**src/hw/rtl/upd_pkg.sv**
```systemverilog
// Shared types and constants for the URL percent decoder.
// Used by upd_front, upd_queue, upd_back and url_percent_decoder_unit.
`timescale 1ns / 1ps
`default_nettype none

package upd_pkg;

    localparam int BYTE_W  = 8;
    localparam int LEN_W   = 12;
    localparam int MAX_RES = 4;

    localparam logic [LEN_W-1:0] LIMIT_RESET = 12'd255;

    typedef enum logic [1:0] {
        STOP_INPUT = 2'd0,
        STOP_DELIM = 2'd1,
        STOP_LIMIT = 2'd2,
        STOP_ZERO  = 2'd3
    } t_stop;

    // one result as it leaves the block (last_of_run is added at the back)
    typedef struct packed {
        logic [BYTE_W-1:0] out_byte;
        logic              is_end;
        logic [LEN_W-1:0]  final_length;
        logic [1:0]        stop_reason;
    } t_res;

    // all results caused by one input item, res[0] first
    typedef struct packed {
        logic [2:0]             n;
        t_res [MAX_RES-1:0]     res;
    } t_bundle;

    // front to queue
    typedef struct packed {
        logic    push;
        t_bundle bundle;
    } t_push;

endpackage

`default_nettype wire

```
**src/hw/rtl/upd_front.sv**
```systemverilog
// Front part: accepts input bytes, tracks escape state and builds the results
// of each byte as one bundle. Depends on upd_pkg.
`timescale 1ns / 1ps
`default_nettype none

module upd_front (
    input  wire logic                       i_clk,
    input  wire logic                       i_rst_n,
    input  wire logic                       i_cfg_we,
    input  wire logic [upd_pkg::LEN_W-1:0]  i_cfg_wdata,
    input  wire logic                       i_in_valid,
    output logic                            o_in_ready,
    input  wire logic [upd_pkg::BYTE_W-1:0] i_in_byte,
    input  wire logic                       i_is_last,
    input  wire logic                       i_q_full,
    output upd_pkg::t_push                  o_push
);
    import upd_pkg::*;

    localparam logic [1:0] HELD_NONE  = 2'd0;
    localparam logic [1:0] HELD_PCT   = 2'd1;
    localparam logic [1:0] HELD_DIGIT = 2'd2;

    localparam logic [7:0] CH_NUL   = 8'h00;
    localparam logic [7:0] CH_LF    = 8'h0A;
    localparam logic [7:0] CH_CR    = 8'h0D;
    localparam logic [7:0] CH_SPACE = 8'h20;
    localparam logic [7:0] CH_AMP   = 8'h26;
    localparam logic [7:0] CH_PCT   = 8'h25;
    localparam logic [7:0] CH_PLUS  = 8'h2B;

    typedef struct packed {
        logic [LEN_W-1:0]   cnt;
        logic               stp;
        logic [1:0]         hc;
        logic [2:0]         n;
        t_res [MAX_RES-1:0] res;
    } t_work;

    function automatic logic f_is_hex(input logic [7:0] c);
        return (c inside {[8'h30:8'h39], [8'h41:8'h46], [8'h61:8'h66]});
    endfunction

    // letters have bit 6 set, and their low nibble plus nine gives the value
    function automatic logic [3:0] f_hex_val(input logic [7:0] c);
        return c[6] ? (c[3:0] + 4'd9) : c[3:0];
    endfunction

    function automatic t_work f_data(input t_work s, input logic [7:0] v);
        t_work r;
        r = s;
        if (s.n < 3'(MAX_RES)) begin
            r.res[s.n[1:0]] = '{out_byte: v, is_end: 1'b0,
                                final_length: '0, stop_reason: '0};
            r.n = s.n + 3'd1;
        end
        r.cnt = s.cnt + 12'd1;
        return r;
    endfunction

    function automatic t_work f_end(input t_work s, input logic [1:0] why);
        t_work r;
        r = s;
        if (s.n < 3'(MAX_RES)) begin
            r.res[s.n[1:0]] = '{out_byte: CH_NUL, is_end: 1'b1,
                                final_length: s.cnt, stop_reason: why};
            r.n = s.n + 3'd1;
        end
        r.stp = 1'b1;
        r.hc  = HELD_NONE;
        return r;
    endfunction

    // a byte taken as the start of a new character
    function automatic t_work f_plain(input t_work s, input logic [7:0] c,
                                      input logic [LEN_W-1:0] lim);
        t_work r;
        r = s;
        if (c == CH_NUL) begin
            r = f_end(s, STOP_INPUT);
        end else if (c == CH_AMP || c == CH_SPACE || c == CH_CR || c == CH_LF) begin
            r = f_end(s, STOP_DELIM);
        end else if (s.cnt >= lim) begin
            r = f_end(s, STOP_LIMIT);
        end else if (c == CH_PCT) begin
            r.hc = HELD_PCT;
        end else if (c == CH_PLUS) begin
            r = f_data(s, CH_SPACE);
        end else begin
            r = f_data(s, c);
        end
        return r;
    endfunction

    logic [LEN_W-1:0] r_limit, n_limit;
    logic [LEN_W-1:0] r_cnt, n_cnt;
    logic             r_stp, n_stp;
    logic [1:0]       r_hc, n_hc;
    logic [7:0]       r_hd, n_hd;

    logic  w_accept;
    t_work w;
    logic [7:0] w_val;

    assign o_in_ready = !i_q_full;
    assign w_accept   = i_in_valid && o_in_ready;

    always_comb begin
        w     = '{cnt: r_cnt, stp: r_stp, hc: r_hc, n: 3'd0, res: '0};
        w_val = {f_hex_val(r_hd), f_hex_val(i_in_byte)};
        if (!r_stp) begin
            case (r_hc)
                HELD_NONE: begin
                    w = f_plain(w, i_in_byte, r_limit);
                end
                HELD_PCT: begin
                    if (f_is_hex(i_in_byte)) begin
                        w.hc = HELD_DIGIT;
                    end else begin
                        w.hc = HELD_NONE;
                        w = f_data(w, CH_PCT);
                        w = f_plain(w, i_in_byte, r_limit);
                    end
                end
                HELD_DIGIT: begin
                    w.hc = HELD_NONE;
                    if (f_is_hex(i_in_byte)) begin
                        if (w_val == 8'h00) w = f_end(w, STOP_ZERO);
                        else                w = f_data(w, w_val);
                    end else begin
                        // failed escape: '%', then held digit, then this byte
                        w = f_data(w, CH_PCT);
                        w = f_plain(w, r_hd, r_limit);
                        if (!w.stp) w = f_plain(w, i_in_byte, r_limit);
                    end
                end
                default: begin
                    w.hc = HELD_NONE;
                end
            endcase
        end
        if (i_is_last) begin
            if (!w.stp) begin
                if (w.hc != HELD_NONE) begin
                    w = f_data(w, CH_PCT);
                    // a digit still held here arrived with this very byte
                    if (w.hc == HELD_DIGIT) begin
                        w.hc = HELD_NONE;
                        w = f_plain(w, i_in_byte, r_limit);
                    end
                    w.hc = HELD_NONE;
                end
                if (!w.stp) w = f_end(w, STOP_INPUT);
            end
            w.hc  = HELD_NONE;
            w.cnt = '0;
            w.stp = 1'b0;
        end
    end

    always_comb begin
        n_limit = i_cfg_we ? i_cfg_wdata : r_limit;
        n_cnt   = w_accept ? w.cnt : r_cnt;
        n_stp   = w_accept ? w.stp : r_stp;
        n_hc    = w_accept ? w.hc  : r_hc;
        n_hd    = (w_accept && !r_stp && r_hc == HELD_PCT && f_is_hex(i_in_byte))
                  ? i_in_byte : r_hd;
    end

    always_ff @(posedge i_clk) begin
        if (!i_rst_n) begin
            r_limit <= LIMIT_RESET;
            r_cnt   <= '0;
            r_stp   <= 1'b0;
            r_hc    <= HELD_NONE;
        end else begin
            r_limit <= n_limit;
            r_cnt   <= n_cnt;
            r_stp   <= n_stp;
            r_hc    <= n_hc;
        end
    end

    always_ff @(posedge i_clk) begin
        r_hd <= n_hd;
    end

    assign o_push.push          = w_accept && (w.n != 3'd0);
    assign o_push.bundle.n      = w.n;
    assign o_push.bundle.res    = w.res;

    a_last_clears: assert property (@(posedge i_clk) disable iff (!i_rst_n)
        (w_accept && i_is_last) |=> (r_cnt == '0 && !r_stp && r_hc == HELD_NONE))
        else $error("state not cleared after last byte");

    a_hc_legal: assert property (@(posedge i_clk) disable iff (!i_rst_n)
        (r_hc != 2'd3) && !(r_stp && r_hc != HELD_NONE))
        else $error("held count inconsistent with stop flag");

endmodule

`default_nettype wire

```
**src/hw/rtl/upd_queue.sv**
```systemverilog
// Short bundle queue between the front and back parts, held in flops.
// Depends on upd_pkg.
`timescale 1ns / 1ps
`default_nettype none

module upd_queue #(
    parameter int DEPTH = 4
) (
    input  wire logic             i_clk,
    input  wire logic             i_rst_n,
    input  wire upd_pkg::t_push   i_push,
    input  wire logic             i_pop,
    output upd_pkg::t_bundle      o_head,
    output logic                  o_nonempty,
    output logic                  o_full
);
    import upd_pkg::*;

    localparam int PTR_W = (DEPTH > 1) ? $clog2(DEPTH) : 1;
    localparam int CNT_W = $clog2(DEPTH + 1);
    localparam logic [PTR_W-1:0] PTR_LAST = PTR_W'(DEPTH - 1);
    localparam logic [CNT_W-1:0] CNT_FULL = CNT_W'(DEPTH);

    t_bundle          r_mem [DEPTH];
    logic [PTR_W-1:0] r_wp, n_wp;
    logic [PTR_W-1:0] r_rp, n_rp;
    logic [CNT_W-1:0] r_count, n_count;
    logic             w_wr, w_rd;

    assign w_wr = i_push.push && !o_full;
    assign w_rd = i_pop && o_nonempty;

    always_comb begin
        n_wp    = w_wr ? ((r_wp == PTR_LAST) ? '0 : r_wp + 1'b1) : r_wp;
        n_rp    = w_rd ? ((r_rp == PTR_LAST) ? '0 : r_rp + 1'b1) : r_rp;
        n_count = r_count;
        if (w_wr && !w_rd)      n_count = r_count + 1'b1;
        else if (w_rd && !w_wr) n_count = r_count - 1'b1;
    end

    always_ff @(posedge i_clk) begin
        if (!i_rst_n) begin
            r_wp    <= '0;
            r_rp    <= '0;
            r_count <= '0;
        end else begin
            r_wp    <= n_wp;
            r_rp    <= n_rp;
            r_count <= n_count;
        end
    end

    always_ff @(posedge i_clk) begin
        if (w_wr) r_mem[r_wp] <= i_push.bundle;
    end

    assign o_head     = r_mem[r_rp];
    assign o_nonempty = (r_count != '0);
    assign o_full     = (r_count == CNT_FULL);

    a_no_overflow: assert property (@(posedge i_clk) disable iff (!i_rst_n)
        !(i_push.push && o_full))
        else $error("transfer pushed into a full queue");

    a_bundle_nonempty: assert property (@(posedge i_clk) disable iff (!i_rst_n)
        i_push.push |-> (i_push.bundle.n != 3'd0 && i_push.bundle.n <= 3'(MAX_RES)))
        else $error("bundle with bad result count");

endmodule

`default_nettype wire

```
**src/hw/rtl/upd_back.sv**
```systemverilog
// Back part: walks the results of the bundle at the queue head and drives
// the output register one result per transfer. Depends on upd_pkg.
`timescale 1ns / 1ps
`default_nettype none

module upd_back (
    input  wire logic              i_clk,
    input  wire logic              i_rst_n,
    input  wire upd_pkg::t_bundle  i_head,
    input  wire logic              i_nonempty,
    output logic                   o_pop,
    output logic                   o_out_valid,
    input  wire logic              i_out_ready,
    output upd_pkg::t_res          o_res,
    output logic                   o_last
);
    import upd_pkg::*;

    logic [1:0] r_idx, n_idx;
    logic       r_ovalid, n_ovalid;
    t_res       r_res, n_res;
    logic       r_last, n_last;
    logic       w_load, w_idx_last;

    assign w_load     = i_nonempty && (!r_ovalid || i_out_ready);
    assign w_idx_last = ({1'b0, r_idx} == (i_head.n - 3'd1));
    assign o_pop      = w_load && w_idx_last;

    always_comb begin
        n_idx    = r_idx;
        n_ovalid = r_ovalid && !i_out_ready;
        n_res    = r_res;
        n_last   = r_last;
        if (w_load) begin
            n_ovalid = 1'b1;
            n_res    = i_head.res[r_idx];
            n_last   = w_idx_last;
            n_idx    = w_idx_last ? 2'd0 : r_idx + 2'd1;
        end
    end

    always_ff @(posedge i_clk) begin
        if (!i_rst_n) begin
            r_idx    <= 2'd0;
            r_ovalid <= 1'b0;
        end else begin
            r_idx    <= n_idx;
            r_ovalid <= n_ovalid;
        end
    end

    always_ff @(posedge i_clk) begin
        r_res  <= n_res;
        r_last <= n_last;
    end

    assign o_out_valid = r_ovalid;
    assign o_res       = r_res;
    assign o_last      = r_last;

    // nothing follows an end result within the same input byte
    a_end_is_last: assert property (@(posedge i_clk) disable iff (!i_rst_n)
        (r_ovalid && r_res.is_end) |-> r_last)
        else $error("end result not last of its run");

    a_idx_resets: assert property (@(posedge i_clk) disable iff (!i_rst_n)
        o_pop |=> (r_idx == 2'd0))
        else $error("result index not rewound after pop");

endmodule

`default_nettype wire

```
**src/hw/rtl/url_percent_decoder_unit.sv**
```systemverilog
// URL percent decoder: one input byte per cycle while o_in_ready is high, results
// one per cycle while i_out_ready is high, by way of the queue and output register.
// Throughput: one byte per cycle while bytes give at most one result; a byte that
//   gives k results (up to 4, e.g. a failed escape) holds the output port for all k.
// Reset: i_rst_n synchronous, active low; clears decode state and queue, limit = 255.
// Depends on upd_pkg, upd_front, upd_queue, upd_back.
`timescale 1ns / 1ps
`default_nettype none

module url_percent_decoder_unit #(
    parameter int QUEUE_DEPTH = 4
) (
    input  wire logic                       i_clk,
    input  wire logic                       i_rst_n,
    input  wire logic                       i_cfg_we,
    input  wire logic [upd_pkg::LEN_W-1:0]  i_cfg_wdata,
    input  wire logic                       i_in_valid,
    output logic                            o_in_ready,
    input  wire logic [upd_pkg::BYTE_W-1:0] i_in_byte,
    input  wire logic                       i_is_last,
    output logic                            o_out_valid,
    input  wire logic                       i_out_ready,
    output logic [upd_pkg::BYTE_W-1:0]      o_out_byte,
    output logic                            o_is_end,
    output logic [upd_pkg::LEN_W-1:0]       o_final_length,
    output logic [1:0]                      o_stop_reason,
    output logic                            o_last_of_run
);
    import upd_pkg::*;

    t_push   w_push;
    t_bundle w_head;
    logic    w_nonempty, w_full, w_pop;
    t_res    w_res;

    upd_front u_front (
        .i_clk       (i_clk),
        .i_rst_n     (i_rst_n),
        .i_cfg_we    (i_cfg_we),
        .i_cfg_wdata (i_cfg_wdata),
        .i_in_valid  (i_in_valid),
        .o_in_ready  (o_in_ready),
        .i_in_byte   (i_in_byte),
        .i_is_last   (i_is_last),
        .i_q_full    (w_full),
        .o_push      (w_push)
    );

    upd_queue #(
        .DEPTH (QUEUE_DEPTH)
    ) u_queue (
        .i_clk      (i_clk),
        .i_rst_n    (i_rst_n),
        .i_push     (w_push),
        .i_pop      (w_pop),
        .o_head     (w_head),
        .o_nonempty (w_nonempty),
        .o_full     (w_full)
    );

    upd_back u_back (
        .i_clk       (i_clk),
        .i_rst_n     (i_rst_n),
        .i_head      (w_head),
        .i_nonempty  (w_nonempty),
        .o_pop       (w_pop),
        .o_out_valid (o_out_valid),
        .i_out_ready (i_out_ready),
        .o_res       (w_res),
        .o_last      (o_last_of_run)
    );

    assign o_out_byte     = w_res.out_byte;
    assign o_is_end       = w_res.is_end;
    assign o_final_length = w_res.final_length;
    assign o_stop_reason  = w_res.stop_reason;

endmodule

`default_nettype wire
```
**config.mk**
```make
export PLATFORM = sky130hd
export DESIGN_NAME = url_percent_decoder_unit
export DESIGN_NICKNAME = d
export VERILOG_FILES = /design/src/hw/rtl/upd_pkg.sv /design/src/hw/rtl/upd_front.sv /design/src/hw/rtl/upd_queue.sv /design/src/hw/rtl/upd_back.sv /design/src/hw/rtl/url_percent_decoder_unit.sv
export SDC_FILE = /design/constraint.sdc
export NUM_CORES = 1
export LEC_CHECK = 0
export BUFFER_PORTS_ARGS = -buffer_cell sky130_fd_sc_hd__buf_2
export CAP_MARGIN = 20
export CELL_PAD_IN_SITES_DETAIL_PLACEMENT = 1
export CELL_PAD_IN_SITES_GLOBAL_PLACEMENT = 1
export CORE_MARGIN = 2
export CORE_UTILIZATION = 30
export CTS_BUF_LIST = sky130_fd_sc_hd__clkbuf_8 sky130_fd_sc_hd__clkbuf_16
export DETAILED_ROUTE_END_ITERATION = 8
export GPL_TIMING_DRIVEN = 0
export HOLD_SLACK_MARGIN = 0.12
export PLACE_DENSITY_LB_ADDON = 0.1
export SYNTH_ARGS = -nofsm -noshare
export SYNTH_HDL_FRONTEND = slang
export SYNTH_SLANG_ARGS = --single-unit
```
**constraint.sdc**
```tcl
create_clock -name i_clk -period 18.8 [get_ports i_clk]
set_input_delay 0.94 -clock i_clk [delete_from_list [all_inputs] [get_ports i_clk]]
set_output_delay 0.94 -clock i_clk [all_outputs]
set_load 0.1 [all_outputs]
```
# Yosys cells after proc, flatten, opt, wreduce, memory -nomap -nowiden
# Memories as Yosys holds them, arrays and structs flattened. A register that Yosys moved wholly into a read port is not among the register bits.
# Index checks and enable logic that the tools add are counted.
[word_totals]
elab_cells = 274
output_inout_bits = 26
memories = 1
reg_bits = 69
ram_bits = 380
mem_bits_ro = 0
inputBits = 26
latch_bits = 0
[classes]
shifts = 0
bitwise = 15
n_addsub = 19
order_cmp = 29
eq_ne = 19
muxes = 133
n_mul = 0
n_div = 0
n_reduce_logical = 43
[memory_table]
columns = ["memory", "depth", "width", "rd", "rd_ports_with_merged_regs", "write_ports", "line", "text"]
rows = [
  ["u_queue.r_mem", 4, 95, 1, 1, 1, "upd_queue.sv:24", "t_bundle r_mem [DEPTH];"],
]
[ops]
columns = ["operator", "count"]
rows = [
  ["two-way mux 95 bit", 36],
  ["two-way mux 110 bit", 27],
  ["bitwise mux 92 bit", 17],
  ["inverter 88 bit", 4],
  ["two-way mux 23 bit", 13],
  ["one-hot mux 95 bit (3 select lines)", 1],
  ["demux 23 bit (select 2 bit)", 6],
  ["AND 22 x 88 -> 88 bit", 2],
  ["AND 88 bit", 2],
  ["two-way mux 93 bit", 1],
  ["AND 80 bit", 1],
  ["inverter 80 bit", 1],
  ["two-way mux 13 bit", 6],
  ["equality test 8 x 6 -> 1 bit (second input constant)", 8],
  ["adder 12 x 1 -> 12 bit (second input constant)", 5],
  ["greater-or-equal comparator 12 bit", 4],
  ["binary-select mux 23 bit (select 2 bit)", 1],
  ["one-hot mux 13 bit (3 select lines)", 1],
  ["equality test 8 x 4 -> 1 bit (second input constant)", 4],
  ["zero test 8 bit", 3],
  ["two-way mux 2 bit", 11],
  ["adder 3 x 1 -> 3 bit (second input constant)", 7],
  ["logical AND 1 bit", 21],
  ["< comparator 2 x 3 -> 1 bit (second input constant)", 7],
  ["other kinds (25)", 69],
]

# Logic depth before layout (Yosys ltp)
[logic_depth]
ltp_word = 79
mapped_depth = 55
mapped_depth_nobuf = 53

# Hierarchy
# Synthesis repeated with hierarchy kept, for this count alone.
[hier_totals]
cells_unflattened = 2091
area_unflattened_um2 = 25545.8
[modules_own_cells]
columns = ["module", "instances", "area_each_um2", "cells_per_inst", "seq_area_each_um2"]
rows = [
  ["upd_queue", 1, 14227.4, 548, 11591.1],
  ["upd_front", 1, 9818.2, 1469, 780.7],
  ["upd_back", 1, 1500.2, 74, 780.7],
]

# Worst setup path before layout
# OpenSTA, ideal clock, no wires.
[synth_path]
kind = "reg2reg"
start = "register u_front.r_cnt[1]"
end = "memory u_queue.r_mem[0][0] (netlist name), enable pin"
path_stages_with_launch = 43
required_time_ns = 18.336
setup_slack_ns = 6.112
arrival_time_ns = 12.223
setup_ns = 0.464
cell_sequence = "dfxtp_1 -> clkbuf_1 -> nand3_2 -> or4_1 -> xnor2_1 -> inv_1 -> ha_1 -> nand4_1 -> or3_1 -> and3_1 -> clkbuf_1 -> nand3_1 -> nor2_1 -> xnor2_1 -> ha_1 -> a211oi_1 -> nand2_1 -> o22ai_1 -> [7 not listed] -> o21ai_0 -> nor2_2 -> nor4b_2 -> nand2_1 -> xnor2_2 -> ha_1 -> a2111oi_0 -> a21boi_0 -> a2111oi_0 -> nor3_1 -> nor3b_1 -> xnor2_1 -> ha_1 -> inv_1 -> a21oi_1 -> a22oi_1 -> o311a_1 -> and2_1"
[synth_lines]
columns = ["item", "line", "text"]
rows = [
  ["from (decl)", "upd_front.sv:96", "logic [LEN_W-1:0] r_cnt, n_cnt;"],
  ["from (signal assigned)", "upd_front.sv:178", "r_cnt <= n_cnt;"],
  ["to (decl)", "upd_queue.sv:24", ""],
]

==> flow_results.xml <==
<?xml version="1.0" encoding="UTF-8"?>
<metrics>
  <group name="routing">
    <metric name="drcViolationCount" unit="">0</metric>
    <metric name="routed_wl" unit="mm">103</metric>
    <metric name="drt_pass1_iterations" unit="">5</metric>
    <metric name="vias" unit="">19100</metric>
    <metric name="ant_nets" unit="">0</metric>
    <metric name="post_drt_wl_per_cell" unit="um">31.0</metric>
    <metric name="viasPerCell" unit="">5.77</metric>
    <metric name="drc_marker_count_from_the_first_detailed_route_iteration" unit="">1568</metric>
  </group>
  <group name="worst_hold_path">
    <metric name="worst_hold_path.num_cells" unit="">2</metric>
    <metric name="hold_path_class" unit="">reg2reg</metric>
    <metric name="whs_endpoint" unit="">u_queue.r_wp[1]</metric>
    <metric name="timing.hold.worst.start" unit="">u_queue.r_wp[1]</metric>
  </group>
  <group name="timing">
    <metric name="max_freq" unit="GHz">0.0578</metric>
    <metric name="final-max-slew-violation-count" unit="">0</metric>
    <metric name="setup_viol" unit="">0</metric>
    <metric name="maxSlewHeadroom" unit="%">15.9</metric>
    <metric name="hold_slack" unit="ps">508</metric>
    <metric name="final.period_utilization" unit="%">92.0</metric>
    <metric name="shortest_period_the_worst_path_allows" unit="ps">17300</metric>
    <metric name="rsz0062_at_grt" unit="">false</metric>
    <metric name="tightest_slew" unit="ps">1250</metric>
    <metric name="final_hold_viol_count" unit="">0</metric>
    <metric name="fin_worst_skew" unit="ps">29.7</metric>
  </group>
  <group name="placement">
    <metric name="gp_congestion" unit="">0.919</metric>
    <metric name="io_buffers" unit="">49</metric>
    <metric name="place_hpwl" unit="mm">78.4</metric>
  </group>
  <group name="logic_synthesis">
    <metric name="synth-seq-area-share" unit="%">52.2</metric>
    <metric name="synth_xor_area_share" unit="%">2.86</metric>
    <metric name="synth.area.top_cells" unit="">edfxtp_1, mux4_2, ha_1</metric>
    <metric name="synth.ff_latch_count" unit="">451</metric>
    <metric name="yosys.area_share.adder" unit="%">4.45</metric>
    <metric name="synth_edf_count" unit="">412</metric>
    <metric name="synth.distinct_cells" unit="">108</metric>
    <metric name="synth_async_sr_flop_share" unit="%">0</metric>
    <metric name="synthesis.area" unit="um^2">25200</metric>
    <metric name="synth_top_cell_by_area" unit="">edfxtp_1</metric>
    <metric name="synthFlopType" unit="">edfxtp_1</metric>
    <metric name="synth.top_cell.area_share" unit="%">49.1</metric>
    <metric name="synthesized_area_fraction_occupied_by_ao_oa_aoi_and_oai_cells" unit="%">14.3</metric>
    <metric name="postSynthCellCount" unit="">2064</metric>
    <metric name="synthSimpleGateAreaFrac" unit="%">11.9</metric>
    <metric name="synth_mux_area_share" unit="%">11.2</metric>
    <metric name="synth.avg_cell_area" unit="um^2">12.2</metric>
    <metric name="synth_fp_nets" unit="">2179</metric>
    <metric name="largest_family_of_logic_cells_by_synthesized_area" unit="">compound AO/OA/AOI/OAI gates</metric>
    <metric name="ys.warnings.count" unit="">0</metric>
  </group>
  <group name="cells_and_area">
    <metric name="most_common_cell_after_layout_fill_and_taps_aside" unit="">edfxtp_1</metric>
    <metric name="final_core_util" unit="%">34.7</metric>
    <metric name="layout-area-overhead-vs-synth" unit="%">15.0</metric>
    <metric name="final_layout_size_suffix_gt1_share" unit="%">16.4</metric>
    <metric name="top_library_cells_by_usage_in_the_layout_fill_and_taps_aside" unit="">edfxtp_1, nand2_1, nor2_1</metric>
    <metric name="layout.nets" unit="">2310</metric>
    <metric name="fill_cells" unit="">8914</metric>
  </group>
  <group name="die">
    <metric name="floorplan.die.height" unit="um">294</metric>
    <metric name="start_util" unit="%">30.2</metric>
    <metric name="top_level_ports" unit="">52</metric>
    <metric name="row_count" unit="">106</metric>
    <metric name="fp.dieArea" unit="um^2">86300</metric>
    <metric name="core_region_area" unit="um^2">83400</metric>
    <metric name="die_w" unit="um">294</metric>
  </group>
  <group name="worst_setup_path">
    <metric name="r2r_setup_slack" unit="ps">1500</metric>
    <metric name="critPathMaxFanout" unit="">50</metric>
    <metric name="reg2regPathDepth" unit="">44</metric>
    <metric name="crit-reg2reg-capture" unit="">u_queue.r_mem[0][21]</metric>
    <metric name="reg2reg_from" unit="">u_front.r_cnt[1]</metric>
    <metric name="timing.critical_path.slowest_cell_delay" unit="ps">820</metric>
    <metric name="critPathKind" unit="">reg2reg</metric>
    <metric name="timing.critical_path.buf_inv" unit="">7</metric>
    <metric name="path_common_cell" unit="">ha_1</metric>
    <metric name="crit_required" unit="ps">19060</metric>
    <metric name="crit_arrival" unit="ps">17560</metric>
    <metric name="critical_path.top_delay_family" unit="">simple AND/OR/NAND/NOR gates</metric>
    <metric name="crit_path_start_kind" unit="">flip-flop</metric>
    <metric name="element_type_at_the_critical_path_end" unit="">flip-flop</metric>
    <metric name="cp_slowest_cell" unit="">nor3_1</metric>
  </group>
  <group name="cts">
    <metric name="clockBufferDepth" unit="">3</metric>
    <metric name="cts_post_setup_buffers_inserted" unit="">0</metric>
    <metric name="clock-sinks" unit="">451</metric>
    <metric name="cts_root_buffer_type" unit="">clkbuf_16</metric>
    <metric name="cts_resized" unit="">0</metric>
    <metric name="cts_inserted_buffers" unit="">51</metric>
    <metric name="cts_tree" unit="">done</metric>
    <metric name="h-tree-depth" unit="">2</metric>
    <metric name="insertion_delay" unit="ps">620</metric>
    <metric name="worst_setup_hold_path_clk_slew" unit="ps">60</metric>
    <metric name="cts_hold_buf" unit="">0</metric>
  </group>
  <group name="global_routing">
    <metric name="number_of_antenna_violations_at_the_first_check_in_global_routing" unit="">3</metric>
    <metric name="grt_pass1_vias" unit="">19900</metric>
    <metric name="grt_start_max_net_pins" unit="">51</metric>
    <metric name="gr-total-overflow" unit="">0</metric>
    <metric name="grt_first_pass_wirelength" unit="mm">146</metric>
    <metric name="grt_usage" unit="%">23.7</metric>
  </group>
  <group name="pwr">
    <metric name="max-vdd-ir-drop" unit="V">0.0000815</metric>
    <metric name="total_power" unit="uW">3070</metric>
    <metric name="static-leakage-power" unit="uW">0.00975</metric>
    <metric name="powerDensity" unit="nW/um^2">106</metric>
  </group>
  <group name="flow_run">
    <metric name="drv.max_cap_violation_count" unit="">0</metric>
  </group>
  <group name="run_status">
    <metric name="run_status" unit="">finished clean</metric>
  </group>
</metrics>
-- routing by layer --
layer / track usage, % / wire, um / up-vias
met3: 2.47 / 4600 / 156
li1: - / - / 8366
met1: 33.1 / 46700 / 10100
met2: 38.8 / 48400 / 566
met4: 7.03 / 3010 / 0
met5: 0 / 0 / -
-- area by class of cell --
type / instances / area (um^2) / area share (%)
diodes: 1 / 2.50 / 0.00864
plain buffers: 125 / 513 / 1.77
clock buffers: 54 / 1320 / 4.55
clock inverters: 41 / 407 / 1.40
inverters: 68 / 255 / 0.882
multi-input cells: 1420 / 11300 / 39.1
flip-flops and latches: 451 / 13200 / 45.4
well taps: 1080 / 1350 / 4.67
repair buffers: 78 / 633 / 2.19
-- sequential cells by signal, indices dropped and copies added (netlist names), named ones only --
signal / count
u_front.r_stp: 1
u_front.r_cnt: 12
u_front.r_hd: 8
u_queue.r_wp: 2
u_back.o_last: 1
u_queue.r_count: 3
u_queue.r_rp: 2
u_back.r_idx: 2
u_back.o_res: 23
u_front.r_hc: 2
u_front.r_limit: 12
u_queue.r_mem: 380
u_back.o_out_valid: 1
-- power by group --
group	internal (uW)	switching (uW)	total, uW
Clock	594	432	1030
Sequential	1220	25.9	1240
Combinational	252	550	802
Total	2060	1010	3070
-- worst max path at each step --
stage,startpoint,endpoint,slack [ps],cells after the start
2_1_floorplan,u_front.r_cnt[1],u_queue.r_mem[0][0],6110,42
3_3_place_gp,u_front.r_cnt[1],u_queue.r_mem[3][45],-2430,39
3_5_place_dp,u_front.r_cnt[1],u_queue.r_mem[1][23],1870,44
4_1_cts,u_front.r_cnt[1],u_queue.r_mem[1][19],1820,44
5_1_grt,u_front.r_cnt[1],u_queue.r_mem[0][64],640,44
6_report,u_front.r_cnt[1],u_queue.r_mem[0][21],1500,44
-- cell families after synthesis --
family                   count (synthesis)
flip-flops                             451
XOR/XNOR                                78
buffers and inverters                  193
AND/OR/NAND/NOR                        594
multiplexers                           134
adder cells (fa/ha/maj)                 89
AO/OA/AOI/OAI                          525
-- stage by stage --
step	TNS [ps]	area, um^2	std cells	worst slack [ps]
after floorplan	0	25200	2064	6110
after global placement	-897280	26800	3193	-2430
after detailed placement	0	27100	3214	1870
after CTS	0	28900	3309	1820
after global routing	0	29000	3317	644
final	0	29000	3318	1500
-- worst register-to-register path, delay by kind of cell, from the launching register on --
kind	cells	cell delay, ps
and+or+nand+nor	15	6220
AOI/OAI and AO/OA	12	4250
buffers and inverters	7	2190
xor gates and xnor gates	4	1920
adders and majority gates	5	1560
DFF	1	430
muxes	1	300
-- Yosys cell counts (all sizes together), types with 8 or more instances --
master,number
and2,32
o32ai,8
nand2b,15
nor4,13
dfxtp,39
nand4,27
a21oi,110
mux2i,12
o31ai,16
mux4,118
a21boi,10
edfxtp,412
o211ai,21
xor2,20
or3,14
a22oi,56
o221ai,11
nor2b,22
nand3,49
o22ai,30
and3,13
a211oi,17
ha,88
buf,21
a2111oi,8
inv,67
a21o,14
a32oi,12
xnor2,58
nand2,181
o21ai,113
clkbuf,104
nor3,49
nor2,137
a31oi,26
Power figures use the tool's default switching activity.
